<file path="config.mk">
export PLATFORM = sky130hd
export DESIGN_NAME = pwcf_mul
export DESIGN_NICKNAME = d
export VERILOG_FILES = /design/src/rtl/core/pwcf_pkg.sv /design/src/rtl/core/pwcf_mul.sv
export SDC_FILE = /design/constraint.sdc
export NUM_CORES = 2
export LEC_CHECK = 0
export ABC_AREA = 1
export BUFFER_PORTS_ARGS = -buffer_cell sky130_fd_sc_hd__buf_2
export CAP_MARGIN = 20
export CORE_MARGIN = 5
export CORE_UTILIZATION = 60
export CTS_CLUSTER_SIZE = 40
export DETAILED_ROUTE_END_ITERATION = 16
export GPL_ROUTABILITY_DRIVEN = 0
export PLACE_DENSITY = 0.83
export SETUP_SLACK_MARGIN = 0.4
export SLEW_MARGIN = 10
export SYNTH_ARGS = -nofsm -noshare
export SYNTH_HDL_FRONTEND = slang
export SYNTH_SLANG_ARGS = --single-unit
</file>
<file path="constraint.sdc">
create_clock -name aclk -period 16 [get_ports aclk]
set_input_delay 0 -clock aclk [delete_from_list [all_inputs] [get_ports aclk]]
set_output_delay 0 -clock aclk [all_outputs]
set_load 0.01 [all_outputs]
</file>
<file path="src/rtl/core/pwcf_pkg.sv">
// Shared types and constants for the PID core with command filter.
// Used by the divider, the multiplier and the top level; no dependencies.
`default_nettype none

package pwcf_pkg;

    localparam int DATA_W      = 32;
    localparam int TIME_W      = 20;
    localparam int LIMIT_W     = 31;
    localparam int INTEG_W     = 48;
    localparam int SUM_W       = 21;
    localparam int DIV_NUM_W   = 53;
    localparam int CFG_INDEX_W = 3;
    localparam int S_TDATA_W   = 120;
    localparam int M_TDATA_W   = 32;

    typedef enum logic [CFG_INDEX_W-1:0] {
        REG_GAIN_PROP,
        REG_GAIN_INTEG,
        REG_GAIN_DERIV,
        REG_FILTER_TC,
        REG_CMD_LIMIT
    } cfg_reg_t;

    typedef enum logic [3:0] {
        S_IDLE,
        S_MUL_CMD,
        S_MUL_FILT,
        S_SUM_NUM,
        S_DIV_RATE,
        S_WAIT_RATE,
        S_DIV_FILT,
        S_WAIT_FILT,
        S_ERR,
        S_MUL_P,
        S_INTEG,
        S_MUL_KD,
        S_MUL_KI_HI,
        S_MUL_KI_LO,
        S_RESULT
    } state_t;

    // Operand request to the shared magnitude multiplier
    typedef struct packed {
        logic              en;
        logic              neg;
        logic [DATA_W-1:0] a;
        logic [DATA_W-1:0] b;
    } mul_req_t;

endpackage

`default_nettype wire

</file>
<file path="src/rtl/core/pwcf_mul.sv">
// Shared 32x32 unsigned multiplier with a registered product and sign.
// Depends on pwcf_pkg for the request struct.
`default_nettype none

module pwcf_mul
    import pwcf_pkg::*;
(
    input  wire logic                aclk,
    input  wire mul_req_t            req,
    output logic [2*DATA_W-1:0]      prod,
    output logic                     neg
);

    logic [2*DATA_W-1:0] prod_reg;
    logic                neg_reg;

    always_ff @(posedge aclk) begin
        if (req.en) begin
            prod_reg <= (2*DATA_W)'(req.a) * (2*DATA_W)'(req.b);
            neg_reg  <= req.neg;
        end
    end

    assign prod = prod_reg;
    assign neg  = neg_reg;

endmodule

`default_nettype wire

</file>
; ---- Yosys cells after proc, flatten, opt, wreduce, memory -nomap -nowiden
; Index checks and enable logic that the tools add are counted.
[word_totals]
ff_bits = 65
[classes]
n_mul = 1
[op_table]
columns = cell, count
row1 = multiplier 32 x 32 -> 64 bit, 1

; ---- Longest topological paths before layout
[depth]
depth_word = 1
mapped_depth = 30
mapped_depth_nobuf = 29

; ---- Least setup slack after synthesis
; No wires, ideal clock.
[synth_path]
kind = input port to flip-flop
from = in req[57] (netlist bit)
to = reg prod_reg[60], in the netlist prod[60], data pin
arrival_time_ns = 5.702
setup_ns = 0.252
path_stages = 26
required_time_ns = 15.748
path_buffers = 1
setup_slack_ns = 10.045
cell_sequence = clkbuf_1 -> nand2_1 -> fa_1 -> inv_1 -> fa_1 -> inv_1 -> fa_1 -> inv_1 -> fa_1 -> fa_1 -> fa_1 -> fa_1 -> inv_1 -> fa_1 -> inv_1 -> ha_1 -> nand2_1 -> nand2_1 -> a21oi_1 -> nand2_1 -> nand2_1 -> nand2_1 -> a21oi_1 -> nand2_1 -> nand2_1 -> nand2_1
[synth_between]
elab_chain_cells = 1
[synth_rtl]
columns = item, line_no
row1 = "start, declared", pwcf_mul.sv:9  ; input wire mul_req_t req,
row2 = multiplier 32 x 32 -> 64 bit, pwcf_mul.sv:19  ; prod_reg <= (2*DATA_W)'(req.a) * (2*DATA_W)'(req.b);
row3 = "end signal, assigned", pwcf_mul.sv:19
row4 = "end, declared", pwcf_mul.sv:14  ; logic [2*DATA_W-1:0] prod_reg;
; No other way between the ends.
; A chain may end at the register's enable or synchronous reset.

; ---- Worst setup path after layout
[layout_path]
from = in req[43] (netlist bit)
to = reg prod_reg[40], in the netlist prod[40], data pin
; Same word-level chain as after synthesis.

==> impl_results.md <==
- DR iter-0 viols: 2892
- Final Setup Violations: 0
- Most used cell, CP: fa_1
- Fin crit share: 42.2%
- Initial antenna violation count: 7
- Status: finished clean
- H-Tree Level Count: 3
- Mean number of vias per cell: 5.30
- Drt wl/cell: 17.3 µm
- Hold Violations, Final: 0
- Area Growth Syn to Fin: 3.48%
- Synth Flop Type: edfxtp_1
- Worst endpoint required time: 16080 ps
- Vias in the first global route: 33196
- Clock buffer depth: 2
- Crit Path Max Fanout: 32
- Sequential fraction of the synthesis area: 5.13%
- Site Rows: 92
- GRT Total Usage: 30.3%
- Syn avg cell area: 7.58 µm²
- Crit path max-delay family: adder cells
- Max Slew Vio Count: 0
- Post-detailed-routing wire length: 101000 µm
- CTS tree: built
- PortBufs: 131
- Detailed placement HPWL: 82300 µm
- Synthesized Nets: 6250
- Cell taking the most area after synthesis: fa_1
- Layout Utilization: 62.6%
- Achievable Freq: 148 MHz
- Die H: 262 µm
- Hold WC Path Type: in -> reg
- Ys Warns: 0
- Largest net degree at the start of global routing: 66
- RSZ-0062 raised after global routing: no
- Area contributors post-synth: fa_1 47%, inv_1 17%, nand2_1 15%
- Synth Cell Area: 38100 µm²
- Detailed-route via count: 30923
- Antenna Nets Post-Route: 0
- Initial Utilization: 60.5%
- Kind of end point of the critical path: flip-flop
- Post-CTS sizing: 0
- Post-synth top cells: 1723 x inv_1, 1566 x nand2_1, 896 x fa_1
- Worst slew pin tran: 935 ps
- Nets@finish: 6204
- Crit path buf inv count: 6
- Count leader, synth: inv_1
- Root Driver: clkbuf_16
- Post-synth ARST share: 0%
- Grt ovf: 0
- CTS clk-pin slew, worst paths: 70 ps
- DR DRC count: 0
- Kind of critical path: in -> reg
- Number of iterations in the first detailed-routing pass: 8
- Setup TNS: 0 ps
- Cell variety after synth: 23
- Worst setup margin: 9250 ps
- Boundary Pins: 132
- Largest stage delay on the critical path: 700 ps
- Layout cell share with drive strength beyond 1: 4.26%
- Slew HR: 37.6%
- Die area: 68600 µm²
- Num CTS Buffers: 9
- Worst path arrival time: 6830 ps
- Max Cap Viol: 0
- Pre-CTS setup slack: 8980 ps
- Crit-path slowest cell: buf_2
- Number of flops mapped to enable cells by yosys: 65
- Proportion of netlist area held by the largest area contributor: 47.1%
- First-pass GRT wire length: 165000 µm
- Setup crit start kind: primary input
- Post-synthesis cell count: 5024
- Die Wd: 262 µm
- Core ar.: 63000 µm²
- Post-route minimum period: 6750 ps
- Clock Sinks: 65
- Max FFs per register: 64
- Synth Register Bits: 65
[layout by cell type (no fill, tap or decap), types with 15 or more instances in the layout]
| master | count |
|---|---|
| buf_2 | 131 |
| nand4_1 | 16 |
| ha_1 | 263 |
| xor2_1 | 33 |
| nand2_1 | 1566 |
| nor2_1 | 81 |
| fa_1 | 896 |
| a21oi_1 | 43 |
| edfxtp_1 | 65 |
| inv_1 | 1723 |
| nand3_1 | 56 |
| nand2_2 | 15 |
[layout make-up]
cell class                 instances  area, µm²
timing repair buffer             135        688
fill                            5271      23600
tap                              846       1060
antenna                            5       12.5
multi-input combinational       3032      28900
inverter                        1735       6510
clock buffer                       9        225
sequential                        65       1950
clock inverter                     6       60.1
[layer usage]
metal	part of all wire, %	vias to the layer above	GRT usage, %
li1	-	13593	-
met1	35	15043	38.0
met2	48	1792	50.8
met3	9.7	491	4.95
met4	6.7	4	16.7
met5	0.022	-	0
[cells by family (layout without fill, tap and decap cells)]
logic type	count (synthesis)	in the layout	share of synthesized area, %
other	0	5	0
DFF	65	65	5.13
and+or+nand+nor	1781	1781	18.5
buffers and inverters	1927	1885	19.0
AOI/OAI and AO/OA	57	57	0.838
adders and majority gates	1159	1159	55.8
xor gates and xnor gates	35	35	0.805
[worst paths after layout]
path              startpoint       end  slack [ps]  cells past startpoint
setup / recovery     req[43]  prod[40]        9250                     25
hold / removal        req[0]   prod[0]         350                      3
[through the flow]
stage	cell area, µm²	hold WS (ps)	instances
floorplan	38100	98.9	5024
detailed placement	39100	183	5812
global placement	39100	176	5812
CTS	39400	347	5828
finish	39400	351	5833
global route	39400	394	5831
[worst min-delay path: cells and delay by family]
family        cells  cell delay [ps]
buf+inv           2              360
simple gates      1              150
[timing repair]
item / in CTS / in global routing
endpoints found under the hold margin: 1 / 0
hold buffers: 1 / 0
setup endpoints to repair: 0 / 0
buffers inserted: 0 / 0
Power is not shown: default switching activity piles up to over one toggle a cycle in this logic, so the estimate is an artifact.
