===== src/rtl/core/pwcf_pkg.sv =====
// Shared types and constants for the PID core with command filter.
// Used by the divider, the multiplier and the top level; no dependencies.
`default_nettype none

package pwcf_pkg;

    localparam int DATA_W      = 32;
    localparam int TIME_W      = 20;
    localparam int LIMIT_W     = 31;
    localparam int INTEG_W     = 48;
    localparam int SUM_W       = 21;
    localparam int DIV_NUM_W   = 53;
    localparam int CFG_INDEX_W = 3;
    localparam int S_TDATA_W   = 120;
    localparam int M_TDATA_W   = 32;

    typedef enum logic [CFG_INDEX_W-1:0] {
        REG_GAIN_PROP,
        REG_GAIN_INTEG,
        REG_GAIN_DERIV,
        REG_FILTER_TC,
        REG_CMD_LIMIT
    } cfg_reg_t;

    typedef enum logic [3:0] {
        S_IDLE,
        S_MUL_CMD,
        S_MUL_FILT,
        S_SUM_NUM,
        S_DIV_RATE,
        S_WAIT_RATE,
        S_DIV_FILT,
        S_WAIT_FILT,
        S_ERR,
        S_MUL_P,
        S_INTEG,
        S_MUL_KD,
        S_MUL_KI_HI,
        S_MUL_KI_LO,
        S_RESULT
    } state_t;

    // Operand request to the shared magnitude multiplier
    typedef struct packed {
        logic              en;
        logic              neg;
        logic [DATA_W-1:0] a;
        logic [DATA_W-1:0] b;
    } mul_req_t;

endpackage

`default_nettype wire


===== src/rtl/core/pwcf_div.sv =====
// Restoring serial divider, one quotient bit per cycle, unsigned operands.
// Depends on pwcf_pkg for default widths.
`default_nettype none

module pwcf_div
    import pwcf_pkg::*;
#(
    parameter int NUM_W = DIV_NUM_W,
    parameter int DEN_W = SUM_W
) (
    input  wire logic             aclk,
    input  wire logic             aresetn,
    input  wire logic             start,
    input  wire logic [NUM_W-1:0] num,
    input  wire logic [DEN_W-1:0] den,
    output logic                  done,
    output logic      [NUM_W-1:0] quot
);

    localparam int CNT_W = $clog2(NUM_W + 1);

    logic [DEN_W-1:0] den_reg;
    logic [DEN_W-1:0] rem_reg;
    logic [DEN_W-1:0] rem_next;
    logic [NUM_W-1:0] quo_reg;
    logic [NUM_W-1:0] quo_next;
    logic [CNT_W-1:0] cnt_reg;
    logic             done_reg;
    logic [DEN_W:0]   trial;
    logic [DEN_W:0]   trial_sub;
    logic             fits;

    always_comb begin
        trial     = {rem_reg, quo_reg[NUM_W-1]};
        trial_sub = trial - {1'b0, den_reg};
        fits      = (trial >= {1'b0, den_reg});
        rem_next  = fits ? trial_sub[DEN_W-1:0] : trial[DEN_W-1:0];
        quo_next  = {quo_reg[NUM_W-2:0], fits};
    end

    // Dividend shifts out at the top while quotient bits shift in at the bottom
    always_ff @(posedge aclk) begin
        if (start) begin
            den_reg <= den;
            rem_reg <= '0;
            quo_reg <= num;
        end else if (cnt_reg != '0) begin
            rem_reg <= rem_next;
            quo_reg <= quo_next;
        end
    end

    always_ff @(posedge aclk) begin
        if (!aresetn) begin
            cnt_reg  <= '0;
            done_reg <= 1'b0;
        end else if (start) begin
            cnt_reg  <= CNT_W'(NUM_W);
            done_reg <= 1'b0;
        end else if (cnt_reg != '0) begin
            cnt_reg  <= cnt_reg - 1'b1;
            done_reg <= (cnt_reg == CNT_W'(1));
        end else begin
            done_reg <= 1'b0;
        end
    end

    assign done = done_reg;
    assign quot = quo_reg;

endmodule

`default_nettype wire


===== config.mk =====
export PLATFORM = sky130hd
export DESIGN_NAME = pwcf_div
export DESIGN_NICKNAME = d
export VERILOG_FILES = /design/src/rtl/core/pwcf_pkg.sv /design/src/rtl/core/pwcf_div.sv
export SDC_FILE = /design/constraint.sdc
export NUM_CORES = 1
export LEC_CHECK = 0
export ABC_AREA = 1
export ABC_CLOCK_PERIOD_IN_PS = 5020
export BUFFER_PORTS_ARGS = -buffer_cell sky130_fd_sc_hd__buf_2
export CAP_MARGIN = 20
export CORE_AREA = 2 2 117 119
export DETAILED_ROUTE_END_ITERATION = 8
export DIE_AREA = 0 0 119 121
export HOLD_SLACK_MARGIN = 0.12
export PLACE_DENSITY = 0.68
export SYNTH_ARGS = -nofsm -noshare
export SYNTH_HDL_FRONTEND = slang
export SYNTH_SLANG_ARGS = --single-unit
export TNS_END_PERCENT = 20

===== constraint.sdc =====
create_clock -name aclk -period 5.02 [get_ports aclk]
set_input_delay 0.502 -clock aclk [delete_from_list [all_inputs] [get_ports aclk]]
set_output_delay 0.502 -clock aclk [all_outputs]
set_load 0.01 [all_outputs]

---- Word level (Yosys, flattened, before mapping) ----
Index checks and enable logic that the tools add are counted.
cells by class
  $lt $le $gt $ge ......................... 1
  add/subtract/negate cells ............... 2
  reduce and logical (&&, ||, !) cells .... 4
  bitwise gates (word level) .............. 2
  eq/ne operators ......................... 1
  mux-type cells .......................... 5
operators with widths
  operator               count
  $mux W53               2
  $ge A22 B21 Y1         1
  $mux W21               1
  $sub A21 B21 Y21       1
  $mux W6                2
  $eq A6 B1 Y1 const B   1
  $reduce_bool A6 Y1     1
  $sub A6 B1 Y6 const B  1
  $reduce_or A3 Y1       1
  $not A1 Y1             2
  $reduce_bool A2 Y1     1
  $reduce_or A2 Y1       1
storage, ports and cells
  output and inout port bits .............. 54
  register bits ........................... 102

---- Logic depth before layout (Yosys ltp) ----
Gate-level depths: netlist (run 1).
  depth in word-level cells ............... 3
  gate-level depth with buffers ........... 17
  depth with buffers taken out ............ 16

---- Worst setup path after synthesis (run 1) ----
No wires, ideal clock.
  path kind ............................... flip-flop to flip-flop
  start point ............................. register cnt_reg[0]
  end point ............................... register quo_reg[0], in the netlist quot[0] (enable)
  path slack .............................. 2.448 ns
  library setup time ...................... 0.407 ns
  buffers on the path ..................... 1
  data arrival time ....................... 2.164 ns
  cell stages (with the launch flop) ...... 9
  cells stage by stage .................... dfxtp_1 inv_1 ha_1 inv_1 nor2_1 nand2_1 buf_2 nor2_2 inv_1
between the ends
  word-level cells in the longest chain between the ends .. 2
ends and longest elaborated chain
  element                              line            RTL
  from (decl)                          pwcf_div.sv:27  logic [CNT_W-1:0] cnt_reg;
  from (signal assigned)               pwcf_div.sv:58  cnt_reg <= CNT_W'(NUM_W);
  from (signal assigned)               pwcf_div.sv:61  cnt_reg <= cnt_reg - 1'b1;
  $reduce_bool A6 Y1                   pwcf_div.sv:47  end else if (cnt_reg != '0) begin
  $reduce_bool A2 Y1 (no source line)  n/a
  to (signal assigned)                 pwcf_div.sv:46  quo_reg <= num;
  to (signal assigned)                 pwcf_div.sv:49  quo_reg <= quo_next;
  to (decl)                            pwcf_div.sv:25  logic [NUM_W-1:0] quo_reg;
Every way passes these cells.
A chain may end at the register's enable or synchronous reset.

---- Worst setup path in the final report (run 1) ----
  start point ............................. register cnt_reg[0]
  end point ............................... register quo_reg[45], in the netlist quot[45] (enable)
The elaborated chain is that of the path after synthesis.

==> metrics.cfg, run 1 <==
[floorplan]
start_util = 0.445
pin_count = 131
chipHeight_um = 121
die_area_mm2 = 0.0144
floorplan.die.width_um = 119
core-area_mm2 = 0.0131
num_rows = 42

[setup_path]
critPathTopFamily = simple AND/OR/NAND/NOR gates
setup.worst_path.start_class = flop
timing.critical_path.mode_cell = inv_1
worstPathMaxFanout = 31
timing.critical_path.required_ps = 5130
crit_path_cells = inv_1 -> ha_1 -> inv_1 -> nor2_1 -> nand2_1 -> nor2_2 -> inv_2 -> buf_12
cp.buffers_inverters = 4
critPathSlowestCell = nand2_1
worst_ep_arrival_time_ps = 2950
critical_path.max_stage_delay_ps = 610
setup.worst_path.end_class = flop
setup.worst_path.class = flop to flop

[finish]
post_layout_nets = 996
layout-area-overhead-vs-synth_pct = 18.8
drive_above_1_share = 0.189
final_antenna_diode_count = 0
final_cells = 1076
number_of_flip_flops_under_the_largest_register_name = 53
finish.utilization = 0.529

[sta]
final.setup.worst_slack_ps = 2180
holdWs_ps = 315
finalCritPeriodShare = 0.565
rsz_0062_raised_after_global_routing = no
worst_tran_pin_value_ps = 1020
final.setup_skew_ps = 7.36
fmax_mhz = 352
timing_max_transition_violations_final = 0
min_period_ps = 2840
finalSetupViolations = 0
final_hold_viol_count = 0
fin_setup_tns_ps = 0
timing.max_slew.rel_slack = 0.318

[clock_network]
post_cts.repair.setup_buffers = 0
clock_sinks = 102
cts_hold_repair.buffers = 0
cts_repair_resize_count = 0
cts.path.max_buffers = 2
cts_inserted_buffers = 9
cts-htree-levels = 3
cts_tree = built
worstSkewPairLatency_ps = 360
clk_pin_slew_ps = 80
root_buffer = clkbuf_16

[routing]
routed_via_density = 4.78
post_route_antenna_net_violation_count = 0
wl_um = 14300
detail_route.wl_per_cell_um = 13.3
drc_violations = 0
vias = 5140
first_iter_violations = 281
firstDrtPassIters = 5

[synth]
yosysMostFrequentCell = nand2_1
synthDominantCellAreaShare = 0.382
ys_warn_count = 0
synth_ff_type = edfxtp_1
synth-async-reset-ratio = 0
synth_area_mm2 = 0.00582
synth_cell_types = 36
synth.avg_cell_area_um2 = 7.54
netlist_top_cells_count = 333 x nand2_1, 118 x inv_1, 74 x edfxtp_1
yosysSeqAreaShare = 0.478
synth_area_leader_cell = edfxtp_1
edff_count_synth = 74
synth_seq_cells = 102
cell_types_with_the_largest_area_share_after_synthesis = edfxtp_1 38%, nand2_1 21%, dfxtp_1 9.6%, inv_1 7.6%, ha_1 4.9%
syn_nets = 873
synthesis.instances = 772

[grt]
grt_start_max_net_pins = 71
grt_antenna_before_repair = 0
grt_pass1_wl_um = 23000
globalRoute.totalOverflow = 0
grt_usage = 0.203
grt_pass1_vias = 4923

[placed_design]
pre_cts_slack_ps = 1940
placed_cells_incl_taps = 1059
placer_congestion_estimate = 0.881
detailed_place_hpwl_um = 10600
buffer_ports.inserted = 130

[outcome]
outcome = finished, final reports clean

[pwr]
irDropWorstVdd_v = 0.000200
power.density_cell_area_mw_per_mm2 = 452
power.leakage_nw = 3.79

[min_path]
worst_hold_path_type = primary input to flop

[flow_run]
maxCapViolations = 0

==> layout make-up <==
| cell class | instances | area [µm²] |
|---|---|---|
| Inverter | 119 | 447 |
| Clock inverter | 7 | 67.6 |
| Fill cell | 1312 | 6170 |
| Multi-Input combinational cell | 530 | 2490 |
| Tap cell | 176 | 220 |
| Timing Repair Buffer | 133 | 688 |
| Sequential cell | 102 | 2780 |
| Clock buffer | 9 | 225 |
==> final timing paths <==
check	depth (start not counted)	slack (ps)	startpoint	endpoint
max	8	2180	cnt_reg[0]	quot[45]
max reg2reg	8	2180	cnt_reg[0]	quot[45]
min	1	310	den[9]	den_reg[9]
min reg2reg	2	480	cnt_reg[3]	cnt_reg[3]
==> report_power, final <==
| part | total, mW | internal (mW) | switching (mW) |
|---|---|---|---|
| clock | 0.693 | 0.348 | 0.345 |
| combinational | 1.25 | 0.451 | 0.801 |
| sequential | 1.18 | 1.07 | 0.112 |
| total | 3.12 | 1.87 | 1.26 |
==> worst register-to-register path, stage by stage (launching register included) <==
cell and delay, ps:
dfxtp_1 340, inv_1 90, ha_1 140, inv_1 50
nor2_1 170, nand2_1 610, nor2_2 560, inv_2 330
buf_12 280
==> kinds of logic (layout without fill, tap and decap cells) <==
| kind of cell | count (synthesis) | in the layout | synth area share |
|---|---|---|---|
| AOI/OAI and AO/OA | 39 | 39 | 0.0376 |
| xor gates and xnor gates | 8 | 8 | 0.0120 |
| adders and majority gates | 24 | 24 | 0.0528 |
| DFF | 102 | 102 | 0.478 |
| and+or+nand+nor | 459 | 459 | 0.325 |
| buffers and inverters | 140 | 268 | 0.0952 |
==> cells in the final DEF, fill, tap and decap left out, drive strengths merged <==
cell type and instances:
nand2 341, buf 133, inv 122, edfxtp 74, nand3 53, nor2 50
dfxtp 28, a21oi 25, ha 23, clkbuf 9, o21ai 9, nor3 7
xor2 5, nand4 3, nand3b 3, xnor2 3, clkinvlp 3, o211ai 2
or2 1, o21a 1, o21bai 1, and2 1, o31ai 1, fa 1
clkinv 1
==> metrics by stage <==
stage	area (µm²)	total power, mW
finish	6920	3.12
global route	6920	3.36
CTS	6900	3.13
detailed placement	6610	2.43
global placement	6610	2.43
floorplan	5820	2.12
==> metal layers <==
layer / vias up / share of wire / track usage
li1: 2657 / - / -
met2: 172 / 0.46 / 0.337
met3: 19 / 0.070 / 0.0399
met5: - / 0 / 0
met1: 2292 / 0.45 / 0.260
met4: 0 / 0.022 / 0.0856
Power figures use the tool's default switching activity.
==> inputs of run 2 (changes only) <==
--- a/config.mk
+++ b/config.mk
@@ -6,14 +6,14 @@
 export NUM_CORES = 1
 export LEC_CHECK = 0
 export ABC_AREA = 1
-export ABC_CLOCK_PERIOD_IN_PS = 5020
+export ABC_CLOCK_PERIOD_IN_PS = 2400
 export BUFFER_PORTS_ARGS = -buffer_cell sky130_fd_sc_hd__buf_2
 export CAP_MARGIN = 20
 export CORE_AREA = 2 2 117 119
 export DETAILED_ROUTE_END_ITERATION = 8
 export DIE_AREA = 0 0 119 121
 export HOLD_SLACK_MARGIN = 0.12
-export PLACE_DENSITY = 0.68
+export PLACE_DENSITY = 0.7
 export SYNTH_ARGS = -nofsm -noshare
 export SYNTH_HDL_FRONTEND = slang
 export SYNTH_SLANG_ARGS = --single-unit
==> constraint.sdc (replaced) <==
create_clock -name aclk -period 2.4 [get_ports aclk]
set_input_delay 0.24 -clock aclk [delete_from_list [all_inputs] [get_ports aclk]]
set_output_delay 0.24 -clock aclk [all_outputs]
set_load 0.01 [all_outputs]
==> run 2 against run 1 <==
Effect of this change:
- final area up 5.3%
- via count up 3.1%
- largest power group unchanged
- utilization up 2.8 points
- largest cell class unchanged
- power up 110%
- clock power up 100%
==> metrics.cfg, run 2 (synthesis gave the netlist of run 1 again) <==
[outcome]
outcome = finished, final reports clean

[sta]
fin_setup_tns_ps = 0
finalSetupViolations = 0
final_hold_viol_count = 0
rsz_0062_raised_after_global_routing = no
worst_tran_pin_value_ps = 421
min_period_ps = 2180
timing_max_transition_violations_final = 0
finalCritPeriodShare = 0.910
fmax_mhz = 458
final.setup.worst_slack_ps = 217
timing.max_slew.rel_slack = 0.719
final.setup_skew_ps = 9.76

[setup_path]
setup.worst_path.end_class = flop
worst_ep_arrival_time_ps = 2440
setup.worst_path.class = flop to flop
timing.critical_path.required_ps = 2660
setup.worst_path.start_class = flop
worstPathMaxFanout = 12

[routing]
first_iter_violations = 347
wl_um = 15100
post_route_antenna_net_violation_count = 0
detail_route.wl_per_cell_um = 13.6
drc_violations = 0
firstDrtPassIters = 5
vias = 5301
routed_via_density = 4.76

[grt]
grt_usage = 0.214
grt_antenna_before_repair = 0
grt_pass1_wl_um = 24400
grt_pass1_vias = 5053
globalRoute.totalOverflow = 0
grt_start_max_net_pins = 90

[pwr]
total_power_mw = 6.69
p_int_mw = 4.01
power.share.switching = 0.401
power.density_cell_area_mw_per_mm2 = 919
irDropWorstVdd_v = 0.000501
share_comb_of_total_power = 0.424
power.leakage_nw = 3.95
power_frac_clock = 0.207
seqPwrFrac = 0.368
net_load_switching_power_mw = 2.68

[finish]
stdcell_area_mm2 = 0.00728
finish.utilization = 0.557
final_antenna_diode_count = 0
layout_commonest_cell = nand2_1
number_of_flip_flops_under_the_largest_register_name = 53
drive_above_1_share = 0.199
n_fill_cell = 1273
highest_count_cells_in_the_layout_ignoring_fill_and_taps = 331 x nand2_1, 129 x buf_2, 116 x inv_1
post_layout_nets = 1033
layout-area-overhead-vs-synth_pct = 25.1

[floorplan]
start_util = 0.445
num_rows = 42
pin_count = 131
die_area_mm2 = 0.0144
chipHeight_um = 121
core-area_mm2 = 0.0131
floorplan.die.width_um = 119

[clock_network]
clk_pin_slew_ps = 70
cts.path.max_buffers = 2
cts-htree-levels = 3
cts_tree = built
cts_inserted_buffers = 9
root_buffer = clkbuf_16
worstSkewPairLatency_ps = 350
clock_sinks = 102

[flow_run]
maxCapViolations = 0

[placed_design]
dpl_cell_area_mm2 = 0.00669
pre_cts_slack_ps = 39.9
detailed_place_hpwl_um = 10900
placer_congestion_estimate = 0.897
buffer_ports.inserted = 130

[min_path]
worst_hold_path_type = primary input to flop

-- run 2: cell count changes in the layout (fill, tap and decap cells not counted), moves of 2 or more --
cell / before / now
buf_4: 3 / 15
clkbuf_1: 0 / 3
clkinvlp_4: 3 / 1
dlygate4sd3_1: 0 / 21
nand2_1: 333 / 331
nand2_2: 6 / 8
-- run 2: path summary, 6_finish.rpt --
path                                   from     endpoint  slack [ps]  depth (start not counted)
worst max register to register     quot[52]   rem_reg[8]         220                         16
worst min register to register  rem_reg[20]  rem_reg[20]         480                          2
worst max-delay path               quot[52]   rem_reg[8]         220                         16
worst min-delay path                num[21]     quot[21]         150                          3
-- run 2: power by group through the flow --
stage | Clock [mW] | Sequential (mW) | Combinational, mW
floorplan | 0 | 2.49 | 1.94
CTS | 1.42 | 2.46 | 2.67
detailed placement | 0 | 2.49 | 2.63
global placement | 0 | 2.49 | 2.61
finish | 1.39 | 2.46 | 2.84
global route | 1.48 | 2.50 | 3.21
-- run 2: what timing repair did --
| item | 4_1_cts | 5_1_grt |
|---|---|---|
| endpoints found under the setup margin | 0 | 19 |
| setup buffers | 0 | 5 |
| hold endpoints to repair | 21 | 0 |
| hold buffers | 21 | 0 |
| gates resized for setup | 0 | 9 |
-- run 2: layer usage --
| metal | global-route usage | up-vias | wire length (µm) |
|---|---|---|---|
| met5 | 0 | - | 0 |
| met4 | 0.0506 | 0 | 205 |
| met3 | 0.0648 | 16 | 1290 |
| met2 | 0.356 | 201 | 7150 |
| met1 | 0.276 | 2359 | 6460 |
| li1 | - | 2725 | - |
-- run 2: final cells by class --
cell class,instances,area (µm²),share of cell area
clock buffers,12,236,0.0325
clock inverters,4,30.0,0.00412
inverters,119,455,0.0625
multi-input cells,532,2530,0.347
flip-flops and latches,102,2780,0.382
well taps,176,220,0.0302
repair buffers,168,1030,0.141
-- run 2: worst max-delay path, stage by stage (launching register included) --
cell	delay, ps
edfxtp_1	380
inv_1	70
ha_1	160
inv_1	70
fa_2	340
nand2_1	90
nand2_1	80
nand3_1	90
nand2_2	80
nand2_2	70
nand2_2	100
nand2_8	160
nand2_4	150
nand2_1	100
nand3_1	60
nand2_1	60
inv_1	30
-- run 2: through the flow --
| step | std cells | hold WS [ps] |
|---|---|---|
| after floorplan | 772 | 338 |
| after global placement | 1068 | 417 |
| after detailed placement | 1068 | 418 |
| after CTS | 1105 | 140 |
| after global routing | 1113 | 155 |
| final | 1113 | 150 |
==> inputs of run 3 (changes only) <==
--- a/config.mk
+++ b/config.mk
@@ -6,7 +6,7 @@
 export NUM_CORES = 1
 export LEC_CHECK = 0
 export ABC_AREA = 1
-export ABC_CLOCK_PERIOD_IN_PS = 2400
+export ABC_CLOCK_PERIOD_IN_PS = 1850
 export BUFFER_PORTS_ARGS = -buffer_cell sky130_fd_sc_hd__buf_2
 export CAP_MARGIN = 20
 export CORE_AREA = 2 2 117 119
==> constraint.sdc (replaced) <==
create_clock -name aclk -period 1.85 [get_ports aclk]
set_input_delay 0.185 -clock aclk [delete_from_list [all_inputs] [get_ports aclk]]
set_output_delay 0.185 -clock aclk [all_outputs]
set_load 0.01 [all_outputs]
==> run 3 against run 2 <==
Effect of this change:
- the run now ends with negative setup slack left
- worst setup slack got worse by 580 ps
- sequential share of layout area decreased by 5.3 points
- register-to-register slack got worse by 580 ps
- sequential cell count unchanged
- first-iteration DRC count increased by 23%
- combinational power increased by 75%
- global-route usage increased by 2.2 points
- die area unchanged
==> metrics.cfg, run 3 (synthesis gave the netlist of run 1 again) <==
[outcome]
outcome = complete, but fails checks
violations = negative setup slack

[setup_path]
timing.rr.start = quot[52]
setup.worst_path.end_class = flop
crit_path_start = quot[52]
setup.worst_path.start_class = flop
worstPathMaxFanout = 5
timing.critical_path.required_ps = 2100
setup.worst_path.class = flop to flop
worst_ep_arrival_time_ps = 2460

[floorplan]
start_util = 0.445
core-area_mm2 = 0.0131
pin_count = 131
num_rows = 42
die_area_mm2 = 0.0144
floorplan.die.width_um = 119
chipHeight_um = 121

[clock_network]
cts-htree-levels = 3
root_buffer = clkbuf_16
cts_inserted_buffers = 9
cts_tree = built
worstSkewPairLatency_ps = 360
clock_sinks = 102
cts.path.max_buffers = 2
clk_pin_slew_ps = 80

[finish]
highest_count_cells_in_the_layout_ignoring_fill_and_taps = 310 x nand2_1, 129 x buf_2, 110 x inv_1
final_cells = 1232
layout_commonest_cell = nand2_1
number_of_flip_flops_under_the_largest_register_name = 53
drive_above_1_share = 0.278
layout-area-overhead-vs-synth_pct = 45.3
n_fill_cell = 1094
post_layout_nets = 1151

[routing]
wl_um = 16900
drc_violations = 0
routed_via_density = 4.76
first_iter_violations = 428
firstDrtPassIters = 5
post_route_antenna_net_violation_count = 0
detail_route.wl_per_cell_um = 13.7
vias = 5864

[grt]
grt_usage = 0.237
grt_pass1_wl_um = 27300
globalRoute.totalOverflow = 0
grt_pass1_vias = 5888
grt_antenna_before_repair = 0
grt_start_max_net_pins = 57

[sta]
worst_tran_pin_value_ps = 381
final.setup_skew_ps = 13.9
timing.max_slew.rel_slack = 0.746
rsz_0062_raised_after_global_routing = yes
finalSetupViolations = 22
final_hold_viol_count = 0
min_period_ps = 2210
fmax_mhz = 453
timing_max_transition_violations_final = 0
finalCritPeriodShare = 1.19
final.setup.worst_slack_ps = -360

[flow_run]
maxCapViolations = 0

[pwr]
total_power_mw = 9.98
irDropWorstVdd_v = 0.000618
power.density_cell_area_mw_per_mm2 = 1180
power.leakage_nw = 4.57

[placed_design]
detailed_place_hpwl_um = 11400
pre_cts_slack_ps = -342
placer_congestion_estimate = 0.891
placed_cells_incl_taps = 1133
buffer_ports.inserted = 130

[min_path]
launch_point_of_the_worst_hold_path = num[52]
worst_hold_path_type = primary input to flop

## run 3: changes by cell type in the layout (fill, tap and decap cells not counted), sizes merged
| cell | delta |
|---|---|
| dlygate4sd3 | +52 |
| clkinv | +1 |
| clkinvlp | +1 |
| buf | +67 |
| diode | +1 |
| clkbuf | -1 |
| nand2 | -2 |
## run 3: metal layers
metal / GRT usage / vias to the layer above / share of wire
met4: 0.0729 / 0 / 0.018
met2: 0.421 / 197 / 0.50
met5: 0 / - / 0
met3: 0.0667 / 26 / 0.071
met1: 0.277 / 2674 / 0.41
li1: - / 2967 / -
## run 3: repair_timing
| action | in CTS | in global routing |
|---|---|---|
| buffers inserted | 1 | 6 |
| setup endpoints to repair | 22 | 23 |
| gates resized for setup | 12 | 29 |
| hold buffers | 73 | 0 |
| hold endpoints to repair | 77 | 0 |
| gates cloned | 0 | 2 |
| pin swaps | 0 | 16 |
## run 3: worst paths after layout
path	endpoint	slack, ps	cells past startpoint
min	quot[52]	140	3
min reg2reg	rem_reg[20]	480	2
max	rem_reg[11]	-360	17
max reg2reg	rem_reg[11]	-360	17
## run 3: where the power goes
part | total, mW | switching [mW] | leakage (nW) | internal (mW)
combinational | 4.98 | 2.73 | 3.42 | 2.25
sequential | 3.16 | 0.261 | 1.01 | 2.90
clock | 1.83 | 0.906 | 0.139 | 0.927
## run 3: stage by stage
step,util,area (µm²),hold slack (ps),TNS (ps)
final,0.647,8460,136,-6920
after global routing,0.647,8460,154,-10220
after CTS,0.632,8270,121,-4940
after detailed placement,0.553,7230,363,-6720
after global placement,0.553,7230,364,-5620
after floorplan,-,5860,283,-26580
## run 3: worst max-delay path, stage by stage (launching register included)
cell and delay, ps:
edfxtp_1 380, inv_1 70, ha_2 180, inv_2 50
fa_2 400, nand2_2 90, nand2_2 60, nand3_2 60
nand2_2 60, nand2_2 60, nand2_2 70, nand2_4 120
nand2_8 100, buf_12 170, nand2_4 60, nand3_2 50
nand2_1 80, inv_1 40
## run 3: cell type report
class | count | area [µm²] | area share
multi-input combinational | 530 | 2630 | 0.310
tap | 176 | 220 | 0.0260
antenna | 1 | 2.50 | 0.000296
timing repair buffer | 288 | 2100 | 0.248
clock buffer | 10 | 229 | 0.0271
clock inverter | 6 | 43.8 | 0.00517
inverter | 119 | 459 | 0.0543
sequential | 102 | 2790 | 0.329
